File: config.mk
export PLATFORM = sky130hd
export DESIGN_NAME = pi_controller_remainder_divide_core
export DESIGN_NICKNAME = d
export VERILOG_FILES = /design/src/rtl/core/pirdc_pkg.sv /design/src/rtl/core/pirdc_ctrl.sv /design/src/rtl/core/pirdc_dp.sv /design/src/rtl/core/pi_controller_remainder_divide_core.sv
export VERILOG_INCLUDE_DIRS = /design/src /design/src/rtl/core
export SDC_FILE = /design/constraint.sdc
export NUM_CORES = 2
export LEC_CHECK = 0
export BUFFER_PORTS_ARGS = -buffer_cell sky130_fd_sc_hd__buf_2
export CAP_MARGIN = 20
export CORE_UTILIZATION = 49
export DETAILED_ROUTE_END_ITERATION = 6
export GPL_TIMING_DRIVEN = 0
export HOLD_SLACK_MARGIN = 0.03
export MAX_ROUTING_LAYER = met4
export SLEW_MARGIN = 5
export SYNTH_ARGS = -nofsm -noshare
export SYNTH_HDL_FRONTEND = slang
export SYNTH_SLANG_ARGS = --single-unit
File: constraint.sdc
create_clock -name clk -period 10.42 [get_ports clk]
set_input_delay 1.563 -clock clk [delete_from_list [all_inputs] [get_ports clk]]
set_output_delay 1.563 -clock clk [all_outputs]
set_load 0.03 [all_outputs]
File: src/rtl/core/pi_controller_remainder_divide_core_assert.svh
// Assertion macros for the PI controller core; empty bodies under synthesis.
`ifndef PI_CONTROLLER_REMAINDER_DIVIDE_CORE_ASSERT_SVH
`define PI_CONTROLLER_REMAINDER_DIVIDE_CORE_ASSERT_SVH
`ifndef SYNTHESIS
// Property must hold at every clock edge outside reset.
`define PIRDC_ASSERT(label, clk, rst, prop, msg) \
  label: assert property (@(posedge clk) disable iff (rst) prop) else $error(msg);
// Condition must never be true outside reset.
`define PIRDC_ASSERT_NEVER(label, clk, rst, cond, msg) \
  label: assert property (@(posedge clk) disable iff (rst) !(cond)) else $error(msg);
`else
`define PIRDC_ASSERT(label, clk, rst, prop, msg)
`define PIRDC_ASSERT_NEVER(label, clk, rst, cond, msg)
`endif
`endif

File: src/rtl/core/pirdc_pkg.sv
// Shared types, codes and command/status structs of the PI controller core.
`timescale 1ns / 1ps
package pirdc_pkg;

  localparam int DataW  = 32;
  localparam int RemW   = 17;
  localparam int DivW   = 16;
  localparam int StepW  = 5;
  localparam logic [StepW-1:0] DivLastStep = 5'd31;

  // Item kinds
  localparam logic [1:0] KIND_STEP   = 2'd0;
  localparam logic [1:0] KIND_CLEAR  = 2'd1;
  localparam logic [1:0] KIND_PRESET = 2'd2;

  // Configuration register indexes
  localparam logic [2:0] CFG_PROP_GAIN     = 3'd0;
  localparam logic [2:0] CFG_INTEG_GAIN    = 3'd1;
  localparam logic [2:0] CFG_OUT_MIN       = 3'd2;
  localparam logic [2:0] CFG_OUT_MAX       = 3'd3;
  localparam logic [2:0] CFG_PRESET_SHIFT  = 3'd4;
  localparam logic [2:0] CFG_DIVISOR_SHIFT = 3'd5;

  localparam logic [DivW-1:0] DIVIDER_PTERM = 16'hFFFF;
  localparam int PTermShift = 6;

  typedef enum logic [7:0] {
    S_IDLE = 8'b0000_0001,
    S_MUL  = 8'b0000_0010,
    S_SUM  = 8'b0000_0100,
    S_ABS  = 8'b0000_1000,
    S_DIV  = 8'b0001_0000,
    S_FIX  = 8'b0010_0000,
    S_ACC  = 8'b0100_0000,
    S_OUT  = 8'b1000_0000
  } state_t;

  typedef struct packed {
    logic accept;     // item transfer, any kind
    logic mul;        // form Ki*error and error*increment
    logic sum;        // form P term, numerator and undivided increment
    logic abs_load;   // load divider with numerator magnitude
    logic div_step;   // one quotient bit
    logic fix;        // apply signs to quotient and remainder
    logic acc;        // update clamped integral
    logic out_load;   // load result register
  } cmd_t;

  typedef struct packed {
    logic use_div;
    logic div_last;
    logic out_free;
  } status_t;

endpackage

File: src/rtl/core/pirdc_ctrl.sv
// Sequencer for the PI controller core: steps the datapath through one item.
`timescale 1ns / 1ps
`include "pi_controller_remainder_divide_core_assert.svh"
module pirdc_ctrl (
  input  logic              clk,
  input  logic              rst,
  input  logic              item_valid,
  output logic              item_ready,
  input  logic [1:0]        kind,
  input  pirdc_pkg::status_t status,
  output pirdc_pkg::cmd_t   cmd
);

  pirdc_pkg::state_t state, state_next;

  always_ff @(posedge clk) begin
    if (rst) begin
      state <= pirdc_pkg::S_IDLE;
    end else begin
      state <= state_next;
    end
  end

  assign item_ready = (state == pirdc_pkg::S_IDLE);

  always_comb begin
    state_next   = state;
    cmd          = '0;
    cmd.accept   = item_valid && item_ready;
    case (state)
      pirdc_pkg::S_IDLE: begin
        if (item_valid && kind == pirdc_pkg::KIND_STEP) begin
          state_next = pirdc_pkg::S_MUL;
        end
      end
      pirdc_pkg::S_MUL: begin
        cmd.mul    = 1'b1;
        state_next = pirdc_pkg::S_SUM;
      end
      pirdc_pkg::S_SUM: begin
        cmd.sum    = 1'b1;
        state_next = status.use_div ? pirdc_pkg::S_ABS : pirdc_pkg::S_ACC;
      end
      pirdc_pkg::S_ABS: begin
        cmd.abs_load = 1'b1;
        state_next   = pirdc_pkg::S_DIV;
      end
      pirdc_pkg::S_DIV: begin
        cmd.div_step = 1'b1;
        if (status.div_last) begin
          state_next = pirdc_pkg::S_FIX;
        end
      end
      pirdc_pkg::S_FIX: begin
        cmd.fix    = 1'b1;
        state_next = pirdc_pkg::S_ACC;
      end
      pirdc_pkg::S_ACC: begin
        cmd.acc    = 1'b1;
        state_next = pirdc_pkg::S_OUT;
      end
      pirdc_pkg::S_OUT: begin
        // hold until the result register is free
        if (status.out_free) begin
          cmd.out_load = 1'b1;
          state_next   = pirdc_pkg::S_IDLE;
        end
      end
      default: begin
        state_next = pirdc_pkg::S_IDLE;
      end
    endcase
  end

  `PIRDC_ASSERT(a_step_starts, clk, rst, cmd.accept && kind == pirdc_pkg::KIND_STEP |=> state == pirdc_pkg::S_MUL, "step transfer did not start the sequence")
  `PIRDC_ASSERT(a_fix_after_last, clk, rst, state == pirdc_pkg::S_FIX |-> $past(state) == pirdc_pkg::S_DIV && $past(status.div_last), "sign fix without a finished division")
  `PIRDC_ASSERT(a_abs_only_div, clk, rst, state == pirdc_pkg::S_ABS |-> $past(status.use_div), "divider started on a step that needs no divide")

endmodule

File: src/rtl/core/pirdc_dp.sv
// Datapath of the PI controller core: config, multipliers, divider, integral, result.
`timescale 1ns / 1ps
`include "pi_controller_remainder_divide_core_assert.svh"
module pirdc_dp (
  input  logic                clk,
  input  logic                rst,
  input  logic                cfg_write_en,
  input  logic [2:0]          cfg_index,
  input  logic [31:0]         cfg_data,
  input  logic [1:0]          kind,
  input  logic signed [15:0]  error_in,
  input  logic [15:0]         divider_in,
  input  logic [15:0]         abs_inc,
  input  logic signed [15:0]  preset_value,
  output logic                result_valid,
  input  logic                result_ready,
  output logic signed [31:0]  drive_out,
  input  pirdc_pkg::cmd_t     cmd,
  output pirdc_pkg::status_t  status
);

  function automatic logic signed [31:0] clamp_bounds(input logic signed [31:0] v,
                                                      input logic signed [31:0] lo,
                                                      input logic signed [31:0] hi);
    logic signed [31:0] r;
    r = v;
    if (r > hi) r = hi;
    if (r < lo) r = lo;
    return r;
  endfunction

  // configuration
  logic [15:0]        prop_gain;
  logic [15:0]        integ_gain;
  logic signed [31:0] out_min;
  logic signed [31:0] out_max;
  logic [4:0]         preset_shift;
  logic [3:0]         divisor_shift;

  always_ff @(posedge clk) begin
    if (rst) begin
      prop_gain     <= '0;
      integ_gain    <= '0;
      out_min       <= 32'sh8000_0000;
      out_max       <= 32'sh7FFF_FFFF;
      preset_shift  <= '0;
      divisor_shift <= '0;
    end else if (cfg_write_en) begin
      case (cfg_index)
        pirdc_pkg::CFG_PROP_GAIN:     prop_gain     <= cfg_data[15:0];
        pirdc_pkg::CFG_INTEG_GAIN:    integ_gain    <= cfg_data[15:0];
        pirdc_pkg::CFG_OUT_MIN:       out_min       <= $signed(cfg_data);
        pirdc_pkg::CFG_OUT_MAX:       out_max       <= $signed(cfg_data);
        pirdc_pkg::CFG_PRESET_SHIFT:  preset_shift  <= cfg_data[4:0];
        pirdc_pkg::CFG_DIVISOR_SHIFT: divisor_shift <= cfg_data[3:0];
        default: ;
      endcase
    end
  end

  // captured item
  logic signed [15:0] err;
  logic [15:0]        ainc;
  logic               pterm_sel;
  logic               use_div;
  logic [15:0]        dsor;
  logic               capture;
  logic [15:0]        dshift;

  assign capture = cmd.accept && kind == pirdc_pkg::KIND_STEP;
  assign dshift  = divider_in >> divisor_shift;

  always_ff @(posedge clk) begin
    if (capture) begin
      err       <= error_in;
      ainc      <= abs_inc;
      pterm_sel <= (divider_in == pirdc_pkg::DIVIDER_PTERM);
      use_div   <= (integ_gain != '0) && (divider_in != '0)
                   && (divider_in != pirdc_pkg::DIVIDER_PTERM);
      dsor      <= (dshift == '0) ? 16'd1 : dshift;
    end
  end

  // first multiplier stage
  logic signed [32:0] ki_prod;
  logic signed [32:0] inc_prod;
  logic [31:0]        prod;
  logic [31:0]        scaled;

  assign ki_prod  = $signed({1'b0, integ_gain}) * err;
  assign inc_prod = err * $signed({1'b0, ainc});

  always_ff @(posedge clk) begin
    if (cmd.mul) begin
      prod   <= ki_prod[31:0];
      scaled <= inc_prod[31:0];
    end
  end

  // P term, numerator and undivided increment
  logic signed [16:0] rem;
  logic [31:0]        psrc;
  logic [47:0]        pprod;
  logic [31:0]        prop;
  logic [31:0]        num;
  logic [31:0]        diff;

  assign psrc  = pterm_sel ? 32'($signed(scaled) >>> pirdc_pkg::PTermShift)
                           : {{16{err[15]}}, err};
  assign pprod = prop_gain * psrc;

  // divider registers
  logic               neg;
  logic [31:0]        quo;
  logic [15:0]        part;
  logic [pirdc_pkg::StepW-1:0] cnt;
  logic [16:0]        trial;
  logic [16:0]        trial_sub;

  assign trial     = {part, quo[31]};
  assign trial_sub = trial - {1'b0, dsor};

  always_ff @(posedge clk) begin
    if (cmd.sum) begin
      prop <= pprod[31:0];
      num  <= prod + {{15{rem[16]}}, rem};
      diff <= (integ_gain != '0) ? prod : '0;
    end else if (cmd.fix) begin
      diff <= neg ? -quo : quo;
    end
    if (cmd.abs_load) begin
      neg  <= num[31];
      quo  <= num[31] ? -num : num;
      part <= '0;
      cnt  <= '0;
    end else if (cmd.div_step) begin
      // restoring step: one quotient bit per cycle
      if (trial >= {1'b0, dsor}) begin
        part <= trial_sub[15:0];
        quo  <= {quo[30:0], 1'b1};
      end else begin
        part <= trial[15:0];
        quo  <= {quo[30:0], 1'b0};
      end
      cnt <= cnt + 1'b1;
    end
  end

  // integral and remainder state
  logic signed [31:0] integ;
  logic [31:0]        pv32;

  assign pv32 = {{16{preset_value[15]}}, preset_value};

  always_ff @(posedge clk) begin
    if (rst) begin
      integ <= '0;
      rem   <= '0;
    end else begin
      if (cmd.accept && kind == pirdc_pkg::KIND_CLEAR) begin
        integ <= '0;
        rem   <= '0;
      end else if (cmd.accept && kind == pirdc_pkg::KIND_PRESET) begin
        integ <= $signed(pv32 << preset_shift);
      end else if (cmd.acc) begin
        integ <= clamp_bounds($signed(integ + diff), out_min, out_max);
      end
      if (cmd.fix) begin
        rem <= neg ? -$signed({1'b0, part}) : $signed({1'b0, part});
      end
    end
  end

  // result register
  always_ff @(posedge clk) begin
    if (rst) begin
      result_valid <= 1'b0;
    end else if (cmd.out_load) begin
      result_valid <= 1'b1;
    end else if (result_ready) begin
      result_valid <= 1'b0;
    end
  end

  always_ff @(posedge clk) begin
    if (cmd.out_load) begin
      drive_out <= clamp_bounds($signed(integ + prop), out_min, out_max);
    end
  end

  assign status.use_div  = use_div;
  assign status.div_last = (cnt == pirdc_pkg::DivLastStep);
  assign status.out_free = !result_valid || result_ready;

  `PIRDC_ASSERT(a_part_below_dsor, clk, rst, cmd.div_step |=> part < dsor, "partial remainder not below divisor")
  `PIRDC_ASSERT(a_integ_bounded, clk, rst, $past(cmd.acc) && out_min <= out_max |-> integ >= out_min && integ <= out_max, "integral outside clamp bounds")
  `PIRDC_ASSERT(a_valid_from_load, clk, rst, $rose(result_valid) |-> $past(cmd.out_load), "result valid without a load")

endmodule

File: src/rtl/core/pi_controller_remainder_divide_core.sv
// Top level of the PI controller core with anti-windup clamp and remainder divide.
`timescale 1ns / 1ps
// PI controller with clamped integral. A control step (kind 0) runs the states MUL, SUM,
// ACC and OUT when no integral divide applies, and MUL, SUM, ABS, DIV, FIX, ACC and OUT
// when the increment is divided: the restoring divider produces one quotient bit per cycle.
// OUT loads the result register; the core is ready again in the cycle after that load.
// Clear (kind 1) and preset (kind 2) take effect on their transfer and give no result; the
// next item may follow in the next cycle. One step is in work at a time; a new item is taken
// while the previous result waits in the output register, and a finished step waits until
// that register is free. Configuration must be written through cfg_write_en, cfg_index and
// cfg_data only while the core is idle; the core itself does not enforce this.
module pi_controller_remainder_divide_core (
  input  logic               clk,
  input  logic               rst,
  input  logic               cfg_write_en,
  input  logic [2:0]         cfg_index,
  input  logic [31:0]        cfg_data,
  input  logic               item_valid,
  output logic               item_ready,
  input  logic [1:0]         kind,
  input  logic signed [15:0] error_in,
  input  logic [15:0]        divider_in,
  input  logic [15:0]        abs_inc,
  input  logic signed [15:0] preset_value,
  output logic               result_valid,
  input  logic               result_ready,
  output logic signed [31:0] drive_out
);

  pirdc_pkg::cmd_t    cmd;
  pirdc_pkg::status_t status;

  pirdc_ctrl u_ctrl (
    .clk        (clk),
    .rst        (rst),
    .item_valid (item_valid),
    .item_ready (item_ready),
    .kind       (kind),
    .status     (status),
    .cmd        (cmd)
  );

  pirdc_dp u_dp (
    .clk          (clk),
    .rst          (rst),
    .cfg_write_en (cfg_write_en),
    .cfg_index    (cfg_index),
    .cfg_data     (cfg_data),
    .kind         (kind),
    .error_in     (error_in),
    .divider_in   (divider_in),
    .abs_inc      (abs_inc),
    .preset_value (preset_value),
    .result_valid (result_valid),
    .result_ready (result_ready),
    .drive_out    (drive_out),
    .cmd          (cmd),
    .status       (status)
  );

endmodule
==> metrics.md <==
| Metric | Value |
|---|---|
| Status | `finished, violations left` |
| Failing checks | `DRC` |
| Detailed-router iteration count before antenna repair | `7` |
| Layout cells sized above 1 | `6.13%` |
| Root Buffer | `clkbuf_16` |
| Initial detailed-routing violation count | `3434` |
| Fin. Hold Viols | `0` |
| Post-synth net total | `7605` |
| WP data arrival | `10.17 ns` |
| Reg power frac | `21.1%` |
| Placed cell areas | `59400 um^2` |
| Reg2reg setup slack | `0.65 ns` |
| Internal | `0.00645 W` |
| H-tree depth reported by CTS | `2` |
| Crit end category | `register` |
| Path type of the worst setup path | `register to register` |
| Yosys warns | `0` |
| WHS Endpoint | `u_dp.cnt[4]` |
| Total gr overflow | `0` |
| CP max stage cell | `o41ai_1` |
| Worst Hold Path Cells | `2` |
| Met3 usage | `5.17%` |
| Area grow syn2layout | `8.23%` |
| Initial antenna violation count | `17` |
| Die area | `117000 um^2` |
| FILL cells | `10800` |
| DRT Wirelength | `183000 um` |
| Clk buf depth | `3` |
| Predominant post-synthesis flop cell | `edfxtp_1` |
| Met2 Track Usage GR | `50.6%` |
| Clk pwr share | `17.5%` |
| Startpoint types | `register` |
| Clock-pin slew on the worst setup and hold paths | `0.06 ns` |
| Syn Std Cell Area | `56700 um^2` |
| Pwr Total | `0.0118 W` |
| Row Count | `124` |
| CTS tree | `done` |
| Largest net degree at the start of global routing | `59` |
| Max Slew Vio Count | `0` |
| # nets final | `7808` |
| Max Clock Skew | `0.0311 ns` |
| Post-Syn Instances | `6270` |
| Routability cong. | `0.975` |
| Clk Latency, worst-skew pair | `0.68 ns` |
| Pleak | `27.0 nW` |
| Logic pwr share | `61.4%` |
| PwrDens | `192 nW/um^2` |
| Initial Util | `49.5%` |
| Worst slew pin tran | `1.17 ns` |
| Global-route wire length before repair | `276000 um` |
| Max Fclk | `0.102 GHz` |
| Slew margin rel. | `22.3%` |
| Routed vias/inst | `5.63` |
| Post-cts sizing count | `0` |
| Max incr delay on CP | `0.71 ns` |
| Final period utilization | `93.8%` |
| Net Switching | `0.00535 W` |
| Register-to-Register Path Depth | `31` |
| Setup TNS | `0 ns` |
| RSZ-0062 raised after global routing | `no` |
| VDD IR max | `944 uV` |
| Max cap viols | `0` |
| Req. time, crit path | `10.82 ns` |
| Hold_ws | `0.468 ns` |
| Leading cell types in the layout, fill and taps excluded | `992 x nand2_1, 899 x inv_1, 693 x fa_1, 536 x ha_1, 326 x a21oi_1` |
| Post-synth ARST share | `0%` |
| PortBufs | `139` |
| Via count | `45300` |
| Switching Share | `45.3%` |
| Clock sink count | `453` |
| Setup violations, final | `0` |
| Detailed placer's ending HPWL | `151000 um` |
| Number of synthesized flops with an enable pin | `269` |
| Critical Path Fanout Max | `10` |
| GR peak layer | `met2` |
| Most common cell after layout, fill and taps aside | `nand2_1` |
| Wirelength per Cell | `22.8 um` |
| Hold path startpoint | `u_dp.cnt[4]` |
| GRT Total Usage | `32.4%` |
| Yosys cell types | `85` |
| Vias in the first global route | `45400` |
| Post-DRT Antenna Nets | `0` |
| # IOs | `140` |
| Critical R2R Launch | `u_dp.integ[0]` |
| Fin util | `53.6%` |
| Worst Hold Class | `register to register` |
| Mean area per synthesized cell | `9.04 um^2` |
| GR Util met1 | `42.1%` |
| Post-CTS Hold Buffers | `0` |
| Design Area, Final | `61300 um^2` |
| Post-synthesis register bit count | `453` |
| Die width | `342 um` |
| CTS buffer count | `56` |
| Worst R2R End | `u_dp.drive_out[22]` |
| Seq/Total Area, Yosys | `20.8%` |
| Core box area | `115000 um^2` |
| Die height | `342 um` |
| Tmin final | `9.77 ns` |
| Drt drc | `48` |
| Setup bufs post-CTS | `0` |
state kept, by name, summed over array words and instances, names as in the netlist, 17 cells and up:
register / count
u_dp.diff: 32
u_dp.drive_out: 32
u_dp.integ: 32
u_dp.num: 32
u_dp.out_max: 32
u_dp.out_min: 32
u_dp.prod: 32
u_dp.prop: 32
u_dp.quo: 32
u_dp.rem: 17
u_dp.scaled: 26
worst max path at each step:
| stage | to | start |
|---|---|---|
| floorplan | u_dp.prop[30] | u_dp.pterm_sel |
| global placement | u_dp.prop[30] | u_dp.pterm_sel |
| detailed placement | u_dp.prop[30] | u_dp.pterm_sel |
| CTS | u_dp.prop[30] | u_dp.pterm_sel |
| global route | u_dp.prop[30] | u_dp.pterm_sel |
| finish | u_dp.drive_out[22] | u_dp.integ[0] |
metal layers:
| layer | routed length, um | vias up | part of all wire [%] |
|---|---|---|---|
| met3 | 12400 | 346 | 6.8 |
| met4 | 8320 | 0 | 4.5 |
| met1 | 79000 | 22400 | 43 |
| li1 | - | 21100 | - |
| met5 | 0 | - | 0 |
| met2 | 83400 | 1466 | 46 |
Yosys cell counts, drive strengths merged (99+ instances only):
master	number	area, um^2
o21ai	243	1220
xor2	119	1040
a21oi	326	1630
edfxtp	269	8080
xnor2	155	1360
nand2	992	3720
nor2	208	781
ha	536	6710
mux2	99	1110
clkbuf	254	953
fa	693	13900
inv	903	3390
dfxtp	184	3680
and2	300	1880
power groups by stage:
stage	combinational [W]	sequential [W]	clock [W]
after global routing	0.00811	0.00249	0.00215
after global placement	0.00708	0.00253	0
after floorplan	0.00511	0.00245	0
final	0.00725	0.00249	0.00206
after CTS	0.00723	0.00249	0.00209
after detailed placement	0.00717	0.00252	0
layout make-up:
class,count,area (um^2),share of cell area [%]
diodes,14,35.0,0.0571
inverters,905,3400,5.54
clock inverters,31,367,0.598
plain buffers,283,1090,1.77
well taps,1512,1890,3.08
multi-input cells,4629,40500,66.0
repair buffers,145,791,1.29
clock buffers,75,1550,2.53
flip-flops and latches,453,11800,19.2
cells by family after synthesis:
| family | count (synthesis) | share of synthesized area [%] |
|---|---|---|
| AND/OR/NAND/NOR | 1934 | 16.0 |
| adder cells (fa/ha/maj) | 1229 | 36.3 |
| buffers and inverters | 1188 | 7.90 |
| AO/OA/AOI/OAI | 1019 | 11.4 |
| flip-flops | 453 | 20.8 |
| XOR/XNOR | 275 | 4.27 |
| multiplexers | 172 | 3.37 |
critical path, delay by kind of cell (launching register included):
kind | cells | cell delay (ns)
multiplexers | 2 | 0.89
adder cells (fa/ha/maj) | 4 | 1.01
AO/OA/AOI/OAI | 18 | 4.93
AND/OR/NAND/NOR | 3 | 0.49
XOR/XNOR | 1 | 0.31
flip-flops | 1 | 0.46
buffers and inverters | 3 | 1.40
through the flow:
step | instances | worst slack [ns]
4_1_cts | 8033 | 0.637
3_5_place_dp | 7927 | 0.647
3_3_place_gp | 7921 | 0.707
2_1_floorplan | 6270 | 3.19
6_report | 8047 | 0.645
5_1_grt | 8045 | 0.127
No activity file was read; power rests on OpenSTA's default activity.
